`src/sv/ogru_pkg.sv`:
```
// Package of the occupancy grid ray update block: field widths, codes and the
// configuration, command and status structs. Depends on nothing.
package ogru_pkg;

  localparam int COORD_W    = 11;
  localparam int VALUE_W    = 12;
  localparam int COUNT_W    = 9;
  localparam int DIM_REG_W  = 9;
  localparam int STEP_W     = 11;
  localparam int FLOOR_W    = 12;
  localparam int CEIL_W     = 11;
  localparam int APB_ADDR_W = 5;
  localparam int APB_DATA_W = 32;

  localparam logic KIND_RAY    = 1'b0;
  localparam logic KIND_READ   = 1'b1;
  localparam logic STATUS_DONE = 1'b0;
  localparam logic STATUS_SKIP = 1'b1;

  typedef struct packed {
    logic        [DIM_REG_W-1:0] grid_width;
    logic        [DIM_REG_W-1:0] grid_height;
    logic        [STEP_W-1:0]    occupied_step;
    logic        [STEP_W-1:0]    free_step;
    logic signed [FLOOR_W-1:0]   floor_value;
    logic        [CEIL_W-1:0]    ceiling_value;
  } cfg_t;

  typedef struct packed {
    logic clear;
    logic load;
    logic rd_end;
    logic walk;
    logic rd_take;
    logic skip;
    logic out_load;
  } cmd_t;

  typedef struct packed {
    logic clear_last;
    logic kind;
    logic skip;
    logic at_end;
  } sts_t;

endpackage

```
`src/sv/ogru_regs.sv`:
```
// Configuration register file behind the APB-style port.
// Depends on ogru_pkg for cfg_t and the port widths.
module ogru_regs import ogru_pkg::*; (
  input  logic                  clk,
  input  logic                  rst,
  input  logic                  psel,
  input  logic                  penable,
  input  logic                  pwrite,
  input  logic [APB_ADDR_W-1:0] paddr,
  input  logic [APB_DATA_W-1:0] pwdata,
  output logic [APB_DATA_W-1:0] prdata,
  output cfg_t                  cfg
);

  typedef enum logic [2:0] {
    REG_GRID_WIDTH    = 3'd0,
    REG_GRID_HEIGHT   = 3'd1,
    REG_OCCUPIED_STEP = 3'd2,
    REG_FREE_STEP     = 3'd3,
    REG_FLOOR_VALUE   = 3'd4,
    REG_CEILING_VALUE = 3'd5
  } reg_idx_t;

  localparam logic        [DIM_REG_W-1:0] RST_GRID_WIDTH    = DIM_REG_W'(256);
  localparam logic        [DIM_REG_W-1:0] RST_GRID_HEIGHT   = DIM_REG_W'(256);
  localparam logic        [STEP_W-1:0]    RST_OCCUPIED_STEP = STEP_W'(218);
  localparam logic        [STEP_W-1:0]    RST_FREE_STEP     = STEP_W'(102);
  localparam logic signed [FLOOR_W-1:0]   RST_FLOOR_VALUE   = -FLOOR_W'(1024);
  localparam logic        [CEIL_W-1:0]    RST_CEILING_VALUE = CEIL_W'(1024);

  reg_idx_t idx;
  logic     wr_en;

  assign idx   = reg_idx_t'(paddr[APB_ADDR_W-1:2]);
  assign wr_en = psel && penable && pwrite;

  always_ff @(posedge clk) begin
    if (rst) begin
      cfg.grid_width    <= RST_GRID_WIDTH;
      cfg.grid_height   <= RST_GRID_HEIGHT;
      cfg.occupied_step <= RST_OCCUPIED_STEP;
      cfg.free_step     <= RST_FREE_STEP;
      cfg.floor_value   <= RST_FLOOR_VALUE;
      cfg.ceiling_value <= RST_CEILING_VALUE;
    end else if (wr_en) begin
      unique case (idx)
        REG_GRID_WIDTH:    cfg.grid_width    <= pwdata[DIM_REG_W-1:0];
        REG_GRID_HEIGHT:   cfg.grid_height   <= pwdata[DIM_REG_W-1:0];
        REG_OCCUPIED_STEP: cfg.occupied_step <= pwdata[STEP_W-1:0];
        REG_FREE_STEP:     cfg.free_step     <= pwdata[STEP_W-1:0];
        REG_FLOOR_VALUE:   cfg.floor_value   <= pwdata[FLOOR_W-1:0];
        REG_CEILING_VALUE: cfg.ceiling_value <= pwdata[CEIL_W-1:0];
        default: ;
      endcase
    end
  end

  always_comb begin
    unique case (idx)
      REG_GRID_WIDTH:    prdata = APB_DATA_W'(cfg.grid_width);
      REG_GRID_HEIGHT:   prdata = APB_DATA_W'(cfg.grid_height);
      REG_OCCUPIED_STEP: prdata = APB_DATA_W'(cfg.occupied_step);
      REG_FREE_STEP:     prdata = APB_DATA_W'(cfg.free_step);
      REG_FLOOR_VALUE:   prdata = APB_DATA_W'(cfg.floor_value);
      REG_CEILING_VALUE: prdata = APB_DATA_W'(cfg.ceiling_value);
      default:           prdata = '0;
    endcase
  end

endmodule

```
`config.mk`:
```
export PLATFORM = sky130hd
export DESIGN_NAME = ogru_regs
export DESIGN_NICKNAME = d
export VERILOG_FILES = /design/src/sv/ogru_pkg.sv /design/src/sv/ogru_regs.sv
export SDC_FILE = /design/constraint.sdc
export NUM_CORES = 1
export LEC_CHECK = 0
export ABC_AREA = 1
export ABC_CLOCK_PERIOD_IN_PS = 4340
export BUFFER_PORTS_ARGS = -buffer_cell sky130_fd_sc_hd__buf_4
export CAP_MARGIN = 20
export CORE_MARGIN = 10
export CORE_UTILIZATION = 30
export DETAILED_ROUTE_END_ITERATION = 8
export GPL_ROUTABILITY_DRIVEN = 0
export GPL_TIMING_DRIVEN = 0
export MAX_ROUTING_LAYER = met4
export PLACE_DENSITY = 0.55
export SYNTH_ARGS = -nofsm -noshare
export SYNTH_HDL_FRONTEND = slang
export SYNTH_SLANG_ARGS = --single-unit
```
`constraint.sdc`:
```
create_clock -name clk -period 4.34 [get_ports clk]
set_input_delay 0.434 -clock clk [delete_from_list [all_inputs] [get_ports clk]]
set_output_delay 0.434 -clock clk [all_outputs]
set_load 0.02 [all_outputs]
```
; Word-level counts from Yosys, hierarchy flattened
; Index checks and enable logic that the tools add are counted.
[word_totals]
reg_bits = 63
latchBits = 0
ramBits = 0
rom_bits = 0
input_bits = 42
out_inout_bits = 95
word_cells = 21
memories = 0
[op_classes]
n_addsub = 0
mul = 0
div_mod_pow = 0
n_lt_le_gt_ge = 0
eq_ne = 5
shift = 0
n_mux = 1
bitwise_logic = 0
n_reduce_logical = 9
[ops]
columns = operator, n
row1 = one-hot mux 32 bit (6 select lines), 1
row2 = AND reduction 2 bit, 6
row3 = "== test 3 x 2 -> 1 bit, second input constant", 2
row4 = "== test 3 bit, second input constant", 2
row5 = "== test 3 x 1 -> 1 bit, second input constant", 1
row6 = logical NOT 3 bit, 1
row7 = logical AND 1 bit, 2

; Logic depth before layout (Yosys ltp)
; Gate-level depths: netlist of the first run.
[logic_depth]
word_depth = 3
depth_mapped = 8
ltp_nobuf = 7

; Least setup slack after synthesis of the first run
; Ideal clock, no wire load.
[synth_timing]
path_kind = input to output
from = input port paddr[3]
to = output port prdata[12]
arrival_time_ns = 1.992
t_required_ns = 3.906
path_slack_ns = 1.914
stages = 5
path_buffers = 2
cell_sequence = buf_6 > nor2_8 > nand2_2 > nor2_1 > buf_4
[synth_via]
elab_chain_len = 2
elab_cells_between_ends = 7
classes_between = eq/ne: 5 / mux: 1 / reduce/logical: 1
[synth_rtl]
columns = element, line_no
row1 = from (decl), ogru_regs.sv:9  ; input logic [APB_ADDR_W-1:0] paddr,
row2 = == test 3 bit (tied with other cells), ogru_regs.sv:59  ; unique case (idx)
row3 = one-hot mux 32 bit (6 select lines) *, ogru_regs.sv:59
row4 = to (decl), ogru_regs.sv:11  ; output logic [APB_DATA_W-1:0] prdata,
; Mark *: on every way between the ends. The rest lies on a longest branch, timed or not.

; Final worst setup path of the first run
[layout_timing]
from = input port paddr[3]
to = output port prdata[14]
; The elaborated chain is that of the path after synthesis.

==> flow_summary.toml, run 1 <==
[run_status]
outcome = "finished, final reports clean"

[setup_path]
worst-setup-path-type = "in -> out"
critical_path.max_stage_delay_ns = 0.48
end_kind = "primary output"
crit_path_start_kind = "input port"
worstPathRequired_ns = 3.91
critPathTopFamily = "simple AND/OR/NAND/NOR gates"
path_cells = "buf_6 > nor2_8 > nand2_2 > nor2_1 > buf_4 > buf_4 > buf_4"
path_max_fanout = 11
critPathSlowestCell = "nor2_1"
cp.arrival_ns = 1.87
crit_top_cell = "buf_4"
cp.buffers_inverters = 4

[placed_design]
dp_cells = 759
port_buffers = 111
place_hpwl_um = 9860

[floorplan]
start_util = 0.308
die_h_um = 126
die_area_mm2 = 0.0158
die_w_um = 126
io-pin-count = 137
fp.coreArea_mm2 = 0.0109
row_count = 38

[synth]
synth_cell_types = 22
synth.area.mux_share = 0
synthXorXnorAreaFrac = 0
yosys_warnings = 0
syn_area_mm2 = 0.00336
ys_seq_elements = 63
ys_seq_area_frac = 0.376
synthCells = 508
synth-compound-area-share = 0.0179
yosys.area_share.simple = 0.468
synth_area_per_cell_um2 = 6.61
synth_fa_ha_area_frac = 0
syn_nets = 550
synth_top_family_by_area = "simple AND/OR/NAND/NOR gates"

[timing]
relSlewSlack = 0.596
clock_skew_ns = 0
setup_tns_ns = 0
finalSetupViolCount = 0
worst_slew_pin_slew_ns = 0.603
fmax_mhz = 434
post-route-min-period_ns = 2.31
finalCritPeriodShare = 0.531
slew_violations = 0
hold_viol = 0
rsz0062_at_grt = "no"

[clock_network]
post-cts-setup-buffers = 0
cts_tree = "built"
clock_latency_ns = 0.34
cts_sinks = 63
clockRootBuffer = "clkbuf_8"
htree_num_levels = 3
cts-resized-gates = 0
cts_inserted_buffers = 9
clkTransAtPathRegs_ns = 0.07
clock_tree.buffer_depth = 2
ctsHoldBuffers = 0

[drt]
drtIter0Drc = 220
vias = 3651
drcViolationCount = 0
drtPass1Iterations = 5
ant_nets = 0
routed_wl_um = 12700
via_per_inst = 4.70
routedWlPerCell_um = 16.4

[global_routing]
grt_pass1_vias = 3588
grt_usage = 0.161
grt_antenna_before_repair = 0
grt_pass1_wl_um = 19900
grt_max_degree = 22
grt_overflow = 0

[final_layout]
diodes = 0
final_net_count = 673
reg_top3 = "cfg x63"
area_growth_pct = 35.9
regMostFlops = "cfg"
fillCellCount = 1156
instances_no_fill = 776
drive_above_1_share = 0.292
largest_reg_flops = 63

[power]
peakVddDrop_mv = 0.141
p_leak_nw = 2.29
p_per_area_mw_per_mm2 = 286

[hold_path]
hp-class = "in -> reg"

[run]
maxCapViolCount = 0
## worst paths after layout
path                              endpoint  cells after the start  slack (ns)       from
worst max-delay path            prdata[14]                      7        2.03   paddr[3]
worst min-delay path               cfg[37]                      3        0.31  pwdata[3]
worst max register to register     cfg[62]                      2        3.68    cfg[62]
worst min register to register     cfg[41]                      2        0.49    cfg[41]
## worst min-delay path: cells and delay by family
kind	cells	cell delay, ns
and+or+nand+nor	2	0.10
buffers and inverters	1	0.08
## cells by family (layout without fill, tap and decap cells)
| family | Yosys count | in the layout |
|---|---|---|
| flops | 63 | 63 |
| compound gates | 12 | 12 |
| buf+inv | 79 | 207 |
| simple gates | 354 | 354 |
## through the flow
stage | total power, mW | utilization | setup WS (ns) | area, um^2 | hold slack (ns)
after floorplan | 0.726 | - | 1.91 | 3360 | 0.553
after global placement | 0.806 | 0.401 | 1.84 | 4370 | 0.473
after detailed placement | 0.809 | 0.401 | 1.75 | 4370 | 0.475
after CTS | 1.32 | 0.419 | 1.74 | 4560 | 0.292
after global routing | 1.36 | 0.419 | 1.87 | 4560 | 0.305
final | 1.30 | 0.419 | 2.03 | 4560 | 0.308
## cell type report
cell class	instances	area [um^2]	area share
clock buffer	12	145	0.0318
clock inverter	4	45.0	0.00987
multi-input combinational	366	1630	0.357
tap	140	175	0.0384
sequential	63	1260	0.276
buffer	48	344	0.0754
timing repair buffer	112	841	0.184
inverter	31	121	0.0266
## routing by layer
metal | vias to the layer above | wire length, um | track usage
met5 | - | 0 | -
met2 | 141 | 5690 | 0.243
met3 | 12 | 899 | 0.0369
met1 | 1665 | 5980 | 0.212
met4 | 0 | 164 | 0.0442
li1 | 1833 | - | -
## cell usage after synthesis
| cell | number | area, um^2 |
|---|---|---|
| buf_6 | 4 | 45.0 |
| buf_8 | 1 | 15.0 |
| nand3_2 | 1 | 10.0 |
| nand2_1 | 136 | 510 |
| nor2_1 | 118 | 443 |
| nor2_4 | 4 | 45.0 |
| nand4_1 | 21 | 131 |
| buf_4 | 31 | 233 |
| nand2_2 | 1 | 6.26 |
| a21oi_1 | 9 | 45.0 |
| nor2_8 | 2 | 40.0 |
| nand3_1 | 65 | 325 |
| nor2_2 | 4 | 25.0 |
| buf_2 | 5 | 25.0 |
| buf_1 | 5 | 18.8 |
| o21ai_0 | 3 | 15.0 |
| clkinv_4 | 1 | 8.76 |
| inv_2 | 4 | 15.0 |
| clkbuf_1 | 2 | 7.51 |
| inv_1 | 26 | 97.6 |
| dfxtp_1 | 63 | 1260 |
| nand3_4 | 2 | 35.0 |
## cell usage in the layout, fill, tap and decap left out
cell type	count
buf_2	5
buf_1	5
buf_6	4
bufinv_16	1
nor2_4	4
inv_2	4
dfxtp_1	63
nand2_2	1
inv_1	26
nand3_2	1
clkinv_2	3
nor2_2	4
clkinv_4	1
nand3_1	65
a21oi_1	9
nand2_1	136
nor2_8	2
buf_4	143
o21ai_0	3
nor2_1	118
buf_8	1
nand3_4	2
nand4_1	21
clkbuf_8	10
clkbuf_1	4
## report_power, final
group / switching, mW / total, mW / internal (mW)
sequential: 0.00673 / 0.592 / 0.585
clock: 0.231 / 0.510 / 0.279
combinational: 0.128 / 0.203 / 0.0747
(Power assumes the default switching activity.)
==> inputs of run 2 (changes only) <==
--- a/config.mk
+++ b/config.mk
@@ -5,8 +5,8 @@
 export SDC_FILE = /design/constraint.sdc
 export NUM_CORES = 1
 export LEC_CHECK = 0
-export ABC_AREA = 1
-export ABC_CLOCK_PERIOD_IN_PS = 4340
+export ABC_AREA = 0
+export ABC_CLOCK_PERIOD_IN_PS = 2400
 export BUFFER_PORTS_ARGS = -buffer_cell sky130_fd_sc_hd__buf_4
 export CAP_MARGIN = 20
 export CORE_MARGIN = 10
==> constraint.sdc (replaced) <==
create_clock -name clk -period 2.4 [get_ports clk]
set_input_delay 0.24 -clock clk [delete_from_list [all_inputs] [get_ports clk]]
set_output_delay 0.24 -clock clk [all_outputs]
set_load 0.02 [all_outputs]
==> run 2 against run 1 <==
Compared with the run above: critical path type unchanged; non-clock buffer count is 4 higher; sequential share of layout area grew 0.53 points; combinational power grew 69%.
==> flow_summary.toml, run 2 <==
[synth]
synthCells = 363
synth_top_family_by_area = "simple AND/OR/NAND/NOR gates"
synth_edf_count = 0
synth.top_cell.area_share = 0.388
yosysTopAreaCell = "dfxtp_1"
synth_area_per_cell_um2 = 8.95
syn_nets = 405
ys.flop_type = "dfxtp_1"
ys_seq_area_frac = 0.388
synth-compound-area-share = 0.161
synth_area_leaders = "dfxtp_1 39%, mux2i_1 11%, a21oi_1 5.7%, o21ai_0 5.5%, buf_4 5.5%"
syn_area_mm2 = 0.00325
synth_fa_ha_area_frac = 0
synthXorXnorAreaFrac = 0
synth_most_common_cell = "dfxtp_1"
synth_common_cells = "63 x dfxtp_1, 37 x a21oi_1, 36 x mux2i_1, 36 x o21ai_0, 33 x nand3_1"
synth_cell_types = 39
ys_seq_elements = 63
yosys_warnings = 0
synthArstFlopShare = 0
synth.area.mux_share = 0.169
yosys.area_share.simple = 0.177

[final_layout]
area_growth_pct = 37.8
largest_reg_flops = 63
final_net_count = 529
multi_input_area_mm2 = 0.00165
diodes = 0
drive_above_1_share = 0.388
reg_top3 = "cfg x63"
layout_common_cells = "137 x buf_4, 63 x dfxtp_1, 37 x a21oi_1"
fillCellCount = 1077
regMostFlops = "cfg"
final_common_cell = "buf_4"
regArea_mm2 = 0.00126
utilization = 0.428

[clock_network]
ctsHoldBuffers = 0
htree_num_levels = 3
cts_sinks = 63
post-cts-setup-buffers = 0
clkTransAtPathRegs_ns = 0.07
clockRootBuffer = "clkbuf_8"
clock_latency_ns = 0.33
cts_tree = "built"
clock_tree.buffer_depth = 2
cts-resized-gates = 0
cts_inserted_buffers = 9

[setup_path]
end_kind = "primary output"
crit_path_start_kind = "input port"
critical_path.max_stage_delay_ns = 0.65
cp-startpoint = "paddr[3]"
critPathSlowestCell = "and3_1"
path_max_fanout = 21
crit_top_cell = "buf_4"
worst-setup-path-type = "in -> out"
path_cells = "buf_4 > buf_6 > buf_6 > nor2_1 > and3_1 > buf_4 > buf_4"
r2r_start = "cfg[22]"
cp.arrival_ns = 1.99
worstPathRequired_ns = 2.16

[drt]
routedWlPerCell_um = 20.2
drtPass1Iterations = 5
ant_nets = 0
vias = 3244
drcViolationCount = 0
drtIter0Drc = 252
via_per_inst = 5.17
routed_wl_um = 12700

[timing]
rsz0062_at_grt = "no"
worst_slew_pin_slew_ns = 0.666
post-route-min-period_ns = 2.23
relSlewSlack = 0.556
finalSetupViolCount = 0
slew_violations = 0
finalCritPeriodShare = 0.931
fmax_mhz = 448
setup_tns_ns = 0
clock_skew_ns = 0
hold_viol = 0

[power]
peakVddDrop_mv = 0.211
p_leak_nw = 2.02
p_per_area_mw_per_mm2 = 531

[global_routing]
grt_antenna_before_repair = 0
grt_overflow = 0
grt_max_degree = 22
grt_usage = 0.162
grt_pass1_vias = 3171
grt_pass1_wl_um = 18700

[placed_design]
place_hpwl_um = 9600
port_buffers = 113

[floorplan]
die_area_mm2 = 0.0154
die_w_um = 124
row_count = 37
fp.coreArea_mm2 = 0.0105
start_util = 0.311
io-pin-count = 137
die_h_um = 124

[hold_path]
min_from = "pwdata[11]"
hp-class = "in -> reg"

[run]
maxCapViolCount = 0

[run_status]
outcome = "finished, final reports clean"
run 2: layout make-up:
class,count,area share
Multi-Input combinational cell,248,0.368
Sequential cell,63,0.282
Timing Repair Buffer,113,0.189
Buffer,51,0.0757
Tap cell,136,0.0380
Clock buffer,13,0.0377
Clock inverter,3,0.00894
Inverter,1,0.000838
run 2: metal layers:
| metal | vias up | share of wire | track usage |
|---|---|---|---|
| met5 | - | 0 | - |
| met3 | 14 | 0.090 | 0.0339 |
| li1 | 1519 | - | - |
| met1 | 1560 | 0.43 | 0.209 |
| met4 | 0 | 0.0082 | 0.0432 |
| met2 | 151 | 0.47 | 0.252 |
run 2: power by group:
group / total, mW / switching [mW] / internal [mW]
combinational: 0.344 / 0.204 / 0.140
clock: 0.972 / 0.410 / 0.562
sequential: 1.06 / 0.00718 / 1.05
total: 2.38 / 0.622 / 1.76
run 2: cell families (layout without fill, tap and decap cells):
| family | Yosys count | count (layout) |
|---|---|---|
| AND/OR/NAND/NOR | 104 | 104 |
| AO/OA/AOI/OAI | 93 | 93 |
| flip-flops | 63 | 63 |
| buffers and inverters | 52 | 181 |
| multiplexers | 51 | 51 |
run 2: worst max-delay path: cells and delay by family:
family                 cells  cell delay [ns]
and+or+nand+nor            2             0.97
buffers and inverters      5             0.77
run 2: metrics by stage:
stage	total power, mW	setup slack, ns	instance area [um^2]	instances	hold WS (ns)
after floorplan	1.28	0.605	3250	363	0.358
after CTS	2.39	0.172	4480	628	0.0947
after global routing	2.47	0.0572	4480	628	0.0942
final	2.38	0.166	4480	628	0.105
after detailed placement	1.43	0.185	4270	612	0.448
after global placement	1.43	0.227	4270	612	0.445
run 2: final timing paths:
| check | end | slack (ns) | cells past startpoint |
|---|---|---|---|
| setup / recovery | prdata[16] | 0.17 | 7 |
| hold / removal | cfg[22] | 0.10 | 2 |
| setup reg to reg | cfg[22] | 1.60 | 2 |
| hold reg to reg | cfg[47] | 0.50 | 2 |
