## config.mk

```make
export PLATFORM = sky130hd
export DESIGN_NAME = ogru_ctrl
export DESIGN_NICKNAME = d
export VERILOG_FILES = /design/src/sv/ogru_pkg.sv /design/src/sv/ogru_ctrl.sv
export SDC_FILE = /design/constraint.sdc
export NUM_CORES = 1
export LEC_CHECK = 0
export BUFFER_PORTS_ARGS = -buffer_cell sky130_fd_sc_hd__buf_2
export CORE_AREA = 3 3 40 42
export CTS_CLUSTER_DIAMETER = 50
export CTS_CLUSTER_SIZE = 12
export DETAILED_ROUTE_END_ITERATION = 10
export DIE_AREA = 0 0 43 45
export GPL_TIMING_DRIVEN = 0
export HOLD_SLACK_MARGIN = 0.05
export SKIP_CTS_REPAIR_TIMING = 1
export SLEW_MARGIN = 15
export SYNTH_ARGS = -nofsm -noshare
export SYNTH_HDL_FRONTEND = slang
export SYNTH_SLANG_ARGS = --single-unit
export TNS_END_PERCENT = 10
```

## constraint.sdc

```tcl
create_clock -name clk -period 1.09 [get_ports clk]
set_input_delay 0.1635 -clock clk [delete_from_list [all_inputs] [get_ports clk]]
set_output_delay 0.1635 -clock clk [all_outputs]
set_load 0.02 [all_outputs]
```

## src/sv/ogru_pkg.sv

```systemverilog
// Package of the occupancy grid ray update block: field widths, codes and the
// configuration, command and status structs. Depends on nothing.
package ogru_pkg;

  localparam int COORD_W    = 11;
  localparam int VALUE_W    = 12;
  localparam int COUNT_W    = 9;
  localparam int DIM_REG_W  = 9;
  localparam int STEP_W     = 11;
  localparam int FLOOR_W    = 12;
  localparam int CEIL_W     = 11;
  localparam int APB_ADDR_W = 5;
  localparam int APB_DATA_W = 32;

  localparam logic KIND_RAY    = 1'b0;
  localparam logic KIND_READ   = 1'b1;
  localparam logic STATUS_DONE = 1'b0;
  localparam logic STATUS_SKIP = 1'b1;

  typedef struct packed {
    logic        [DIM_REG_W-1:0] grid_width;
    logic        [DIM_REG_W-1:0] grid_height;
    logic        [STEP_W-1:0]    occupied_step;
    logic        [STEP_W-1:0]    free_step;
    logic signed [FLOOR_W-1:0]   floor_value;
    logic        [CEIL_W-1:0]    ceiling_value;
  } cfg_t;

  typedef struct packed {
    logic clear;
    logic load;
    logic rd_end;
    logic walk;
    logic rd_take;
    logic skip;
    logic out_load;
  } cmd_t;

  typedef struct packed {
    logic clear_last;
    logic kind;
    logic skip;
    logic at_end;
  } sts_t;

endpackage

```

## src/sv/ogru_ctrl.sv

```systemverilog
// Controller state machine of the occupancy grid ray update block.
// Depends on ogru_pkg for the command and status structs and the item codes.
module ogru_ctrl import ogru_pkg::*; (
  input  logic clk,
  input  logic rst,
  input  sts_t sts,
  input  logic in_valid,
  output logic in_ready,
  output logic out_valid,
  input  logic out_ready,
  output cmd_t cmd
);

  typedef enum logic [2:0] {
    ST_CLEAR,
    ST_IDLE,
    ST_CHECK,
    ST_WALK,
    ST_DRAIN,
    ST_READ,
    ST_DONE
  } state_t;

  state_t state;
  state_t state_next;

  assign in_ready = (state == ST_IDLE);

  always_comb begin
    cmd        = '0;
    state_next = state;
    unique case (state)
      ST_CLEAR: begin
        cmd.clear = 1'b1;
        if (sts.clear_last) state_next = ST_IDLE;
      end
      ST_IDLE: begin
        if (in_valid) begin
          cmd.load   = 1'b1;
          state_next = ST_CHECK;
        end
      end
      ST_CHECK: begin
        if (sts.skip) begin
          cmd.skip   = 1'b1;
          state_next = ST_DONE;
        end else if (sts.kind == KIND_READ) begin
          cmd.rd_end = 1'b1;
          state_next = ST_READ;
        end else begin
          state_next = ST_WALK;
        end
      end
      ST_WALK: begin
        cmd.walk = 1'b1;
        if (sts.at_end) state_next = ST_DRAIN;
      end
      ST_DRAIN: state_next = ST_DONE;
      ST_READ: begin
        cmd.rd_take = 1'b1;
        state_next  = ST_DONE;
      end
      ST_DONE: begin
        if (!out_valid || out_ready) begin
          cmd.out_load = 1'b1;
          state_next   = ST_IDLE;
        end
      end
      default: state_next = ST_IDLE;
    endcase
  end

  always_ff @(posedge clk) begin
    if (rst) begin
      state     <= ST_CLEAR;
      out_valid <= 1'b0;
    end else begin
      state <= state_next;
      if (cmd.out_load) begin
        out_valid <= 1'b1;
      end else if (out_ready) begin
        out_valid <= 1'b0;
      end
    end
  end

endmodule

```

Word-level counts from Yosys, hierarchy flattened --
Cells that the tools add are included.
Storage, ports and cells: bits in registers 4, input bits 8, output and inout port bits 9, word-level logic and storage cells 39
Cells by class: eq/ne operators 10, muxes and demuxes 21, reduce and logical (&&, ||, !) cells 6
Operators by type and width (count):
- $mux W3 | 6
- $pmux W3 S6 | 1
- $mux W1 | 14
- $eq A3 B3 Y1 const B | 3
- $ne A2 B2 Y1 const B | 4
- $eq A3 B2 Y1 const B | 2
- $reduce_and A4 Y1 | 1
- $eq A3 B1 Y1 const B | 1
- $logic_not A3 Y1 | 1
- $reduce_bool A2 Y1 | 1
- $reduce_or A2 Y1 | 1
- $logic_not A1 Y1 | 1
- $logic_or A1 B1 Y1 | 1

Longest topological paths before layout --
Gate-level depths: netlist of run 1.
depth in word-level cells 5, mapped depth 5, mapped depth without buffers 4

Worst setup path before layout of run 1 --
Ideal clock, no wire load.
path kind register to output, start point register state[0], end point output cmd[5] in the netlist's numbering, arrival time 1.488 ns, required time 0.927 ns, slack -0.562 ns, stages on the path, launching flop included 4, path buffers 1, cell sequence dfxtp_1 -> buf_2 -> nor3b_1 -> and2_1
RTL lines:
- start: declaration | line ogru_ctrl.sv:24 | state_t state;
- start signal: assignment | line ogru_ctrl.sv:78 | state <= state_next;
- end: declaration | line ogru_ctrl.sv:11 | output cmd_t cmd

==> impl_results.rst, run 1 <==
.. list-table::
   :header-rows: 1

   * - Metric
     - Value
   * - Hold Worst Slack
     - 148 ps
   * - Total number of placement rows
     - 13
   * - Clock latency on the worst-skew pair
     - between 200 and 250 ps
   * - Average size of a mapped cell
     - 8.02 µm²
   * - Syn Std Cell Area
     - 313 µm²
   * - Share of Yosys cell area claimed by the top area cell type
     - about a quarter
   * - Combinational cell fraction of total power
     - 67.9%
   * - Total global routing overflow
     - 0
   * - Hold crit path type
     - input pin to register
   * - Element type at the critical path end
     - primary output
   * - Violations in the final reports
     - negative setup slack
   * - Final period util
     - 124%
   * - Number of nets at the end of the flow
     - a little under 70
   * - Vertical extent of the die
     - 45 µm
   * - Number of port buffers
     - 16
   * - Result of the run
     - complete, but fails checks
   * - Global-route wire length before repair
     - approximately 1.3 mm
   * - Sequential share of the synthesized area
     - 25.6%
   * - Clock group share of total power
     - between 10% and 20%
   * - Category of the critical setup timing path
     - register to primary output
   * - Number of antenna violations at the first check in global routing
     - 0
   * - Signal arrival time at the worst endpoint
     - 1190 ps
   * - Clock buffer count from CTS
     - 3
   * - Fin. Hold Viols
     - 0
   * - Leading cell types by total area after synthesis
     - sky130_fd_sc_hd__dfxtp_1, sky130_fd_sc_hd__nor2b_1, sky130_fd_sc_hd__and2_1, sky130_fd_sc_hd__nand2b_1, sky130_fd_sc_hd__buf_2
   * - Area added between synthesis and finish
     - 72.4%
   * - Final RePlAce weighted congestion
     - 0.686
   * - Post-synthesis cell type count
     - 22
   * - Final critical path time including I/O delays and setup
     - 1350 ps
   * - Max Transition Viols Final
     - 0
   * - Worst slew pin tran
     - 425 ps
   * - Number of violations reported at the end of detailed-routing iteration 0
     - 6
   * - P_leak
     - between 0.0002 and 0.00025 µW
   * - Non-Filler Cell Area, Final
     - 539 µm²
   * - Maximum vdd ir drop
     - between 0.7 and 0.8 mV
   * - Chip Width
     - 43 µm
   * - Average wire per cell in the routed design
     - 11.6 µm
   * - Setup repair after global routing missed its margin
     - true
   * - Highest achievable clock rate
     - between 0.7 and 0.8 GHz
   * - Critical path startpoint category
     - register
   * - Post-Place Cell Area
     - 445 µm²
   * - Internal power consumption
     - 810 µW
   * - DRC violations left
     - 0
   * - CTS H-tree lvls
     - 1
   * - Sw Ratio
     - 42.3%
   * - Maximum clock skew at final layout
     - 8.82 ps
   * - Post-synth EDFFs
     - 0
   * - Worst-path maximum fanout
     - 7
   * - Count of endpoints failing setup in the final report
     - 11
   * - Reg power frac
     - 18.6%
   * - Setup TNS
     - -2100 ps
   * - Power Density
     - 2610 mW/mm²
   * - Io pins
     - 17
   * - Detailed-route wire length
     - 862 µm
   * - Die ar.
     - 0.00194 mm²
   * - Maximum number of pins on one net before global-route repair
     - 11
   * - Diodes inserted
     - 0
   * - Clock Tree Buf Depth
     - 2
   * - Switching pwr
     - just under 600 µW
   * - Post-DP HPWL
     - 612 µm
   * - Max-cap violations
     - 0
   * - Initial Utilization
     - between 20% and 30%
   * - Dominant register cell in the synthesized netlist
     - sky130_fd_sc_hd__dfxtp_1
   * - Asr flop ratio synth
     - 0%
   * - Rel. slew slack
     - 71.6%
   * - Via-per-instance ratio
     - between 4 and 5
   * - Synthesized net count
     - 47
   * - Clock slew at the register clock pins of the worst setup and hold paths
     - 40 ps
   * - Worst-case setup margin in the final layout
     - -265 ps
   * - Core Region
     - 0.00128 mm²
   * - Via count of the first global-routing pass
     - about 320
   * - Antenna-violating nets left
     - 0
   * - Cells after Synth
     - 39
   * - Synthesis warning total
     - 0
   * - TritonCTS clock tree
     - done
   * - FILL cells
     - 135
   * - Post-synth top area cell
     - sky130_fd_sc_hd__dfxtp_1
   * - Data required time of the worst path
     - between 900 and 1000 ps
   * - Library cell used as clock root buffer
     - sky130_fd_sc_hd__clkbuf_4
   * - GR Util All Layers
     - a little under a tenth
   * - Number of sinks on the clock net
     - 4
   * - Drt pass-1 iters
     - 4
   * - Most common library cells after synthesis
     - sky130_fd_sc_hd__dfxtp_1, sky130_fd_sc_hd__nor2_1, sky130_fd_sc_hd__nor2b_1
   * - Via Count
     - around 360
   * - Fraction of layout cells with a size suffix above 1
     - around three fifths
   * - Count of state elements after synthesis
     - 4
## through the flow
stage | worst slack, ps | instances | total power, µW | util [%]
finish | -265 | 74 | 1410 | 42.0
CTS | -393 | 73 | 1220 | 36.4
floorplan | -101 | 39 | 850 | -
global placement | -196 | 70 | 1010 | 34.7
global route | -329 | 74 | 1510 | 42.0
detailed placement | -207 | 70 | 1030 | 34.7
## cells by family after synthesis
logic type,count (synthesis),share of synthesized area (%)
buffers and inverters,4,6.00
AOI/OAI and AO/OA,8,22.4
DFF,4,25.6
and+or+nand+nor,22,42.8
muxes,1,3.20
## cells in the final DEF, fill, tap and decap left out, types with 2 or more instances in the layout
cell	instances
sky130_fd_sc_hd__a21oi_1	2
sky130_fd_sc_hd__and2_4	2
sky130_fd_sc_hd__buf_2	12
sky130_fd_sc_hd__buf_4	3
sky130_fd_sc_hd__buf_6	3
sky130_fd_sc_hd__buf_8	2
sky130_fd_sc_hd__clkbuf_4	3
sky130_fd_sc_hd__dfxtp_1	2
sky130_fd_sc_hd__nand2b_1	3
sky130_fd_sc_hd__nor2_1	4
sky130_fd_sc_hd__nor2b_1	2
sky130_fd_sc_hd__nor2b_4	2
## layer usage
| metal | up-vias | routed length, µm | global-route usage [%] |
|---|---|---|---|
| met1 | 162 | 388 | 12.0 |
| met3 | 2 | 47 | 2.39 |
| li1 | 178 | - | - |
| met2 | 14 | 412 | 13.8 |
| met4 | 0 | 14 | 7.23 |
| met5 | - | 0 | 0 |
## cell type report
cell class	count	area [µm²]	area share [%]
flip-flops and latches	4	85.1	15.8
multi-input cells	31	263	48.7
plain buffers	3	41.3	7.66
well taps	15	18.8	3.48
inverters	1	3.75	0.696
clock buffers	3	22.5	4.18
repair buffers	17	105	19.5
## registers in the layout, indices dropped and copies added (netlist names)
name,flops
state,3
out_valid,1
## worst paths after layout
| path | startpoint | endpoint | slack [ps] | cells after the start |
|---|---|---|---|---|
| hold / removal | rst | state[2]$_SDFFE_PP0P_ | 150 | 2 |
| setup / recovery | state[0]$_SDFFE_PP0P_ | cmd[5] | -260 | 4 |
| setup reg to reg | state[0]$_SDFFE_PP0P_ | state[1]$_SDFFE_PP0P_ | -180 | 4 |
| hold reg to reg | out_valid$_SDFFE_PP0P_ | out_valid$_SDFFE_PP0P_ | 510 | 2 |
## power groups by stage
| stage | Combinational, µW | Clock [µW] | Sequential [µW] |
|---|---|---|---|
| 2_1_floorplan | 618 | 0 | 232 |
| 3_3_place_gp | 778 | 0 | 236 |
| 3_5_place_dp | 791 | 0 | 237 |
| 4_1_cts | 793 | 193 | 235 |
| 5_1_grt | 1040 | 202 | 270 |
| 6_report | 955 | 190 | 261 |
## critical path, stage by stage (launching register included)
cell and delay (ps):
sky130_fd_sc_hd__dfxtp_4 380, sky130_fd_sc_hd__buf_8 120, sky130_fd_sc_hd__nor3b_4 180, sky130_fd_sc_hd__and2_4 160, sky130_fd_sc_hd__buf_6 110
No activity file was read; power rests on OpenSTA's default activity.
==> run 2: changes to the inputs <==
==> constraint.sdc (replaced) <==
create_clock -name clk -period 1.6 [get_ports clk]
set_input_delay 0.16 -clock clk [delete_from_list [all_inputs] [get_ports clk]]
set_output_delay 0.16 -clock clk [all_outputs]
set_load 0.02 [all_outputs]
==> run 2 against run 1 <==
- the run now ends clean
- hold slack got worse by 2.1 ps
- worst setup slack improved by 370 ps
- register-to-register slack improved by 500 ps
- clock skew decreased by 7.9 ps
- critical path depth unchanged
- first-iteration DRC count increased by 17%
- design area decreased by 18%
- non-clock buffer count decreased by 1
==> impl_results.rst, run 2 (synthesis results as in run 1) <==
.. list-table::
   :header-rows: 1

   * - Metric
     - Value
   * - Maximum number of pins on one net before global-route repair
     - 11 (unchanged)
   * - CTS H-tree lvls
     - 1 (unchanged)
   * - Leading cell types in the layout, fill and taps excluded
     - sky130_fd_sc_hd__buf_2, sky130_fd_sc_hd__nor2b_1, sky130_fd_sc_hd__clkbuf_4, sky130_fd_sc_hd__nor2_1, sky130_fd_sc_hd__dfxtp_1
   * - Maximum clock skew at final layout
     - 0.872 ps (-7.95 ps)
   * - Stage delay of the slowest cell on the critical path
     - 410 ps (+30 ps)
   * - Antenna-violating nets left
     - 0 (unchanged)
   * - Hold Startpoint
     - rst
   * - Registers with the most flip-flops
     - state x3, out_valid x1
   * - Via-per-instance ratio
     - 4.78 (-0.62%)
   * - Area of the multi-input gates
     - 219 µm² (-17%)
   * - Area added between synthesis and finish
     - 41.2%
   * - Global-route wire length before repair
     - 1.24 mm (-7.2%)
   * - Result of the run
     - complete, no violations
   * - Capture point of the worst reg-to-reg path
     - state[0]$_SDFFE_PP0P_
   * - Fin. Hold Viols
     - 0 (unchanged)
   * - Number of antenna violations at the first check in global routing
     - 0 (unchanged)
   * - Data required time of the worst path
     - 1440 ps (+510 ps)
   * - Count of endpoints failing setup in the final report
     - 0 (-11)
   * - Number of sinks on the clock net
     - 4 (unchanged)
   * - Count of buffer and inverter cells on the critical path
     - 2 (unchanged)
   * - Number of nets at the end of the flow
     - 68 (-1.4%)
   * - Fraction of layout cells with a size suffix above 1
     - 43.1% (-16 points)
   * - Via count of the first global-routing pass
     - 296 (-7.8%)
   * - Initial Utilization
     - 24.3% (unchanged)
   * - Final RePlAce weighted congestion
     - 0.698 (+1.7%)
   * - Core Region
     - 0.00128 mm² (unchanged)
   * - R2R setup slack
     - 320 ps (+500 ps)
   * - R2R cell count
     - 5 (+1)
   * - Wire length on met2
     - 306 µm (-26%)
   * - DRC violations left
     - 0 (unchanged)
   * - Max-cap violations
     - 0 (unchanged)
   * - FILL cells
     - 141 (+4.4%)
   * - Drt pass-1 iters
     - 3 (-1)
   * - Element type at the critical path end
     - primary output
   * - TritonCTS clock tree
     - done
   * - Routed wire length on met3
     - 50 µm (+6.4%)
   * - R2R Path Start
     - state[1]$_SDFFE_PP0P_
   * - Io pins
     - 17 (unchanged)
   * - Final period util
     - 93.4%
   * - Number of cells traversed by the worst hold path
     - 2 (unchanged)
   * - Post-DP HPWL
     - 561 µm (-8.2%)
   * - Clock latency on the worst-skew pair
     - 230 ps (about the same)
   * - Worst path slowest cell
     - sky130_fd_sc_hd__dfxtp_1
   * - Clock slew at the register clock pins of the worst setup and hold paths
     - 40 ps (about the same)
   * - Highest achievable clock rate
     - 0.669 GHz
   * - Worst slew pin tran
     - 375 ps (-50.9 ps)
   * - Clock Tree Buf Depth
     - 2 (unchanged)
   * - Min-Delay Endpoint
     - out_valid$_SDFFE_PP0P_
   * - Average wire per cell in the routed design
     - 9.81 µm (-16%)
   * - Worst-path maximum fanout
     - 10 (+3)
   * - Vertical extent of the die
     - 45 µm (unchanged)
   * - Detailed-route wire length
     - 716 µm (-17%)
   * - Max Transition Viols Final
     - 0 (unchanged)
   * - Total global routing overflow
     - 0 (unchanged)
   * - Register area
     - 80.1 µm² (-5.9%)
   * - GR Util All Layers
     - 8.55% (-0.93 points)
   * - Number of violations reported at the end of detailed-routing iteration 0
     - 7 (+1)
   * - Total number of placement rows
     - 13 (unchanged)
   * - Category of the critical setup timing path
     - register to primary output
   * - Signal arrival time at the worst endpoint
     - 1340 ps (+150 ps)
   * - Via Count
     - 349 (-2.0%)
   * - Placed cells
     - 70 (unchanged)
   * - Worst-path cell chain
     - clkbuf_4, nor3b_2, and2_1, buf_2
   * - Number of port buffers
     - 16 (unchanged)
   * - Critical path startpoint category
     - register
   * - Detailed-route wire length on metal 1
     - 339 µm (-13%)
   * - Chip Width
     - 43 µm (unchanged)
   * - Register ranked first by flip-flop count
     - state
   * - Rel. slew slack
     - 75.0% (+3.4 points)
   * - Flip-flop count of the largest register, all copies and words added
     - 3 (unchanged)
   * - Leading cell type in the layout, fill and taps excluded
     - sky130_fd_sc_hd__buf_2
   * - Kind of cell adding the most delay to the critical path
     - flip-flops
   * - Cell Count, Final, Fillers Out
     - 73 (-1.4%)
   * - Setup TNS
     - 0 ps (+2100 ps)
   * - Library cell used as clock root buffer
     - sky130_fd_sc_hd__clkbuf_4
   * - Clock buffer count from CTS
     - 3 (unchanged)
   * - Power Density
     - 1710 mW/mm² (-34%)
   * - Hold crit path type
     - input pin to register
   * - Top routing layer in use
     - met4
   * - Die ar.
     - 0.00194 mm² (unchanged)
   * - Setup repair after global routing missed its margin
     - false
   * - P_leak
     - 0.000211 µW (-9.3%)
   * - Maximum vdd ir drop
     - 0.563 mV (-21%)
   * - Final critical path time including I/O delays and setup
     - 1500 ps
   * - Diodes inserted
     - 0 (unchanged)
==> run 2: changes by cell type in the layout (fill, tap and decap cells not counted), moves of 2 or more <==
cell,before,now
sky130_fd_sc_hd__dfxtp_1,2,4
sky130_fd_sc_hd__nor2b_4,2,0
sky130_fd_sc_hd__nor2b_1,2,4
sky130_fd_sc_hd__buf_2,12,18
sky130_fd_sc_hd__buf_8,2,0
sky130_fd_sc_hd__and2_4,2,0
sky130_fd_sc_hd__buf_6,3,0
sky130_fd_sc_hd__and2_1,1,3
sky130_fd_sc_hd__buf_4,3,0
==> run 2: metal layers <==
layer	track usage (%)	vias up
met5	0	-
met4	7.23	0
met3	1.20	3
met2	10.5	15
met1	12.7	148
li1	-	183
==> run 2: final cells by class <==
class / count / area share [%]
plain buffers: 3 / 3.97
multi-input cells: 31 / 49.6
flip-flops and latches: 4 / 18.1
clock buffers: 3 / 5.10
repair buffers: 16 / 18.1
inverters: 1 / 0.850
well taps: 15 / 4.25
==> run 2: metrics by stage <==
| stage | util (%) | hold WS [ps] | setup WS, ps | total power (µW) | cell area, µm² |
|---|---|---|---|---|---|
| global route | 34.4 | 162 | 0.0769 | 834 | 442 |
| floorplan | - | 229 | 152 | 526 | 318 |
| detailed placement | 32.4 | 390 | 311 | 635 | 417 |
| CTS | 34.2 | 147 | 68.6 | 764 | 439 |
| global placement | 32.4 | 386 | 320 | 635 | 417 |
| finish | 34.4 | 146 | 105 | 757 | 442 |
==> run 2: how the worst max path moves through the flow <==
stage	depth (start not counted)	end	start	slack, ps
finish	4	cmd[5]	state[0]$_SDFFE_PP0P_	100
detailed placement	4	state[1]$_SDFFE_PP0P_	state[0]$_SDFFE_PP0P_	310
floorplan	2	cmd[4]	state[0]$_SDFFE_PP0P_	150
global placement	4	state[1]$_SDFFE_PP0P_	state[0]$_SDFFE_PP0P_	320
CTS	4	cmd[5]	state[0]$_SDFFE_PP0P_	70
global route	4	cmd[5]	state[0]$_SDFFE_PP0P_	0.08
==> run 2: where the power goes <==
group / leakage [µW] / switching (µW) / internal [µW]
sequential: 0.0000328 / 21.2 / 134
clock: 0.0000138 / 38.1 / 83.7
combinational: 0.000164 / 275 / 205
total: 0.000211 / 334 / 423
==> run 2: worst reg2reg max path, cell delays in order (launching register included) <==
cell	delay (ps)
sky130_fd_sc_hd__dfxtp_1	290
sky130_fd_sc_hd__buf_2	170
sky130_fd_sc_hd__nand3b_1	140
sky130_fd_sc_hd__nor2_1	80
sky130_fd_sc_hd__a311oi_2	300
sky130_fd_sc_hd__mux2i_1	220
==> run 3: changes to the inputs <==
==> constraint.sdc (replaced) <==
create_clock -name clk -period 1.9 [get_ports clk]
set_input_delay 0.19 -clock clk [delete_from_list [all_inputs] [get_ports clk]]
set_output_delay 0.19 -clock clk [all_outputs]
set_load 0.02 [all_outputs]
==> run 3 against run 2 <==
- worst setup slack gained 180 ps
- total power shrank 16%
- die area is the same
- hold slack gained 27 ps
- non-clock buffer count is the same
- first-iteration DRC count shrank 29%
- clock skew grew 5.6 ps
- sequential power shrank 16%
==> impl_results.rst, run 3 (synthesis results as in run 1) <==
.. list-table::
   :header-rows: 1

   * - Metric
     - Value
   * - Leading cell type in the layout, fill and taps excluded
     - sky130_fd_sc_hd__buf_2
   * - Io pins
     - 17 (unchanged)
   * - Leading cell types in the layout, fill and taps excluded
     - sky130_fd_sc_hd__buf_2, sky130_fd_sc_hd__nor2b_1, sky130_fd_sc_hd__nor2_1, sky130_fd_sc_hd__dfxtp_1
   * - Clock Tree Buf Depth
     - 2 (unchanged)
   * - GR Util All Layers
     - 8.72% (+0.17 points)
   * - Post-DP HPWL
     - 587 µm (+4.5%)
   * - Clock slew at the register clock pins of the worst setup and hold paths
     - 40 ps (about the same)
   * - DRC violations left
     - 0 (unchanged)
   * - Via-per-instance ratio
     - 4.88 (+2.0%)
   * - Vertical extent of the die
     - 45 µm (unchanged)
   * - Fraction of layout cells with a size suffix above 1
     - 41.4% (-1.7 points)
   * - Power Density
     - 1470 mW/mm² (-14%)
   * - Cell Count, Final, Fillers Out
     - 73 (unchanged)
   * - Area added between synthesis and finish
     - 38.8%
   * - Average wire per cell in the routed design
     - 10.4 µm (+6.1%)
   * - Register ranked first by flip-flop count
     - state
   * - P_leak
     - 0.000208 µW (-1.5%)
   * - Registers with the most flip-flops
     - state x3, out_valid x1
   * - Global-route wire length before repair
     - 1.23 mm (-0.57%)
   * - Final critical path time including I/O delays and setup
     - 1610 ps
   * - Final period util
     - 84.9%
   * - Result of the run
     - complete, no violations
   * - Library cell used as clock root buffer
     - sky130_fd_sc_hd__clkbuf_4
   * - Category of the critical setup timing path
     - register to primary output
   * - Critical path startpoint category
     - register
   * - Maximum vdd ir drop
     - 0.424 mV (-25%)
   * - R2R cell count
     - 5 (unchanged)
   * - Antenna-violating nets left
     - 0 (unchanged)
   * - Flip-flop count of the largest register, all copies and words added
     - 3 (unchanged)
   * - Die ar.
     - 0.00194 mm² (unchanged)
   * - Highest achievable clock rate
     - 0.620 GHz
   * - Via Count
     - 356 (+2.0%)
   * - CTS H-tree lvls
     - 1 (unchanged)
   * - Number of cells traversed by the worst hold path
     - 2 (unchanged)
   * - Core Region
     - 0.00128 mm² (unchanged)
   * - Max-cap violations
     - 0 (unchanged)
   * - Data required time of the worst path
     - 1710 ps (+270 ps)
   * - Max Transition Viols Final
     - 0 (unchanged)
   * - Clock buffer count from CTS
     - 3 (unchanged)
   * - Clock latency on the worst-skew pair
     - 240 ps (about the same)
   * - Number of nets at the end of the flow
     - 68 (unchanged)
   * - Hold crit path type
     - input pin to register
   * - Total number of placement rows
     - 13 (unchanged)
   * - Drt pass-1 iters
     - 3 (unchanged)
   * - Number of port buffers
     - 16 (unchanged)
   * - FILL cells
     - 150 (+6.4%)
   * - TritonCTS clock tree
     - done
   * - Element type at the critical path end
     - primary output
   * - Initial Utilization
     - 24.3% (unchanged)
   * - Number of antenna violations at the first check in global routing
     - 0 (unchanged)
   * - Count of endpoints failing setup in the final report
     - 0 (unchanged)
   * - Setup repair after global routing missed its margin
     - false
   * - Rel. slew slack
     - 75.4% (+0.37 points)
   * - Maximum number of pins on one net before global-route repair
     - 11 (unchanged)
   * - Diodes inserted
     - 0 (unchanged)
   * - Maximum clock skew at final layout
     - 6.48 ps (+5.61 ps)
   * - Signal arrival time at the worst endpoint
     - 1420 ps (+80 ps)
   * - Placed cells
     - 70 (unchanged)
   * - Number of sinks on the clock net
     - 4 (unchanged)
   * - Setup TNS
     - 0 ps (unchanged)
   * - Worst-path maximum fanout
     - 10 (unchanged)
   * - Worst slew pin tran
     - 369 ps (-5.49 ps)
   * - Post-Place Cell Area
     - 412 µm² (-1.2%)
   * - Via count of the first global-routing pass
     - 295 (-0.34%)
   * - Chip Width
     - 43 µm (unchanged)
   * - Total global routing overflow
     - 0 (unchanged)
   * - Final RePlAce weighted congestion
     - 0.730 (+4.6%)
   * - Detailed-route wire length
     - 760 µm (+6.1%)
   * - Fin. Hold Viols
     - 0 (unchanged)
   * - Non-Filler Cell Area, Final
     - 434 µm² (-1.7%)
   * - Total power draw
     - 639 µW (-16%)
   * - Number of violations reported at the end of detailed-routing iteration 0
     - 5 (-2)
## run 3: final cells by class
cell class / count / area (µm²) / area share, %
multi-input combinational: 31 / 214 / 49.3
buffer: 3 / 15.0 / 3.46
sequential: 4 / 80.1 / 18.4
timing repair buffer: 16 / 80.1 / 18.4
tap: 15 / 18.8 / 4.32
clock buffer: 3 / 22.5 / 5.19
inverter: 1 / 3.75 / 0.865
## run 3: final timing paths
path                          startpoint                     end  slack [ps]
hold reg to reg   out_valid$_SDFFE_PP0P_  out_valid$_SDFFE_PP0P_         500
setup / recovery   state[0]$_SDFFE_PP0P_                  cmd[5]         290
setup reg to reg   state[1]$_SDFFE_PP0P_   state[0]$_SDFFE_PP0P_         620
hold / removal                       rst  out_valid$_SDFFE_PP0P_         170
## run 3: worst max-delay path, cell delays in order (launching register included)
cell and delay, ps:
sky130_fd_sc_hd__dfxtp_1 410, sky130_fd_sc_hd__buf_2 240, sky130_fd_sc_hd__nor3b_1 230, sky130_fd_sc_hd__and2_1 150, sky130_fd_sc_hd__buf_2 150
## run 3: report_power, final
part	total (µW)	leakage, µW	switching, µW	internal [µW]
Combinational	401	0.000161	235	166
Sequential	130	0.0000328	17.5	113
Clock	108	0.0000138	36.9	70.8
## run 3: per-stage QoR
stage / hold WS (ps) / setup slack, ps / utilization, %
global placement: 416 / 554 / 32.0
finish: 173 / 288 / 33.8
floorplan: 259 / 222 / -
global route: 175 / 169 / 33.8
detailed placement: 417 / 554 / 32.0
CTS: 169 / 285 / 33.8
## run 3: metal layers
metal	up-vias	GRT usage, %	share of wire [%]
li1	182	-	-
met1	160	11.7	49
met2	12	11.4	43
met3	2	2.39	7.0
met4	0	7.23	1.8
met5	-	0	0
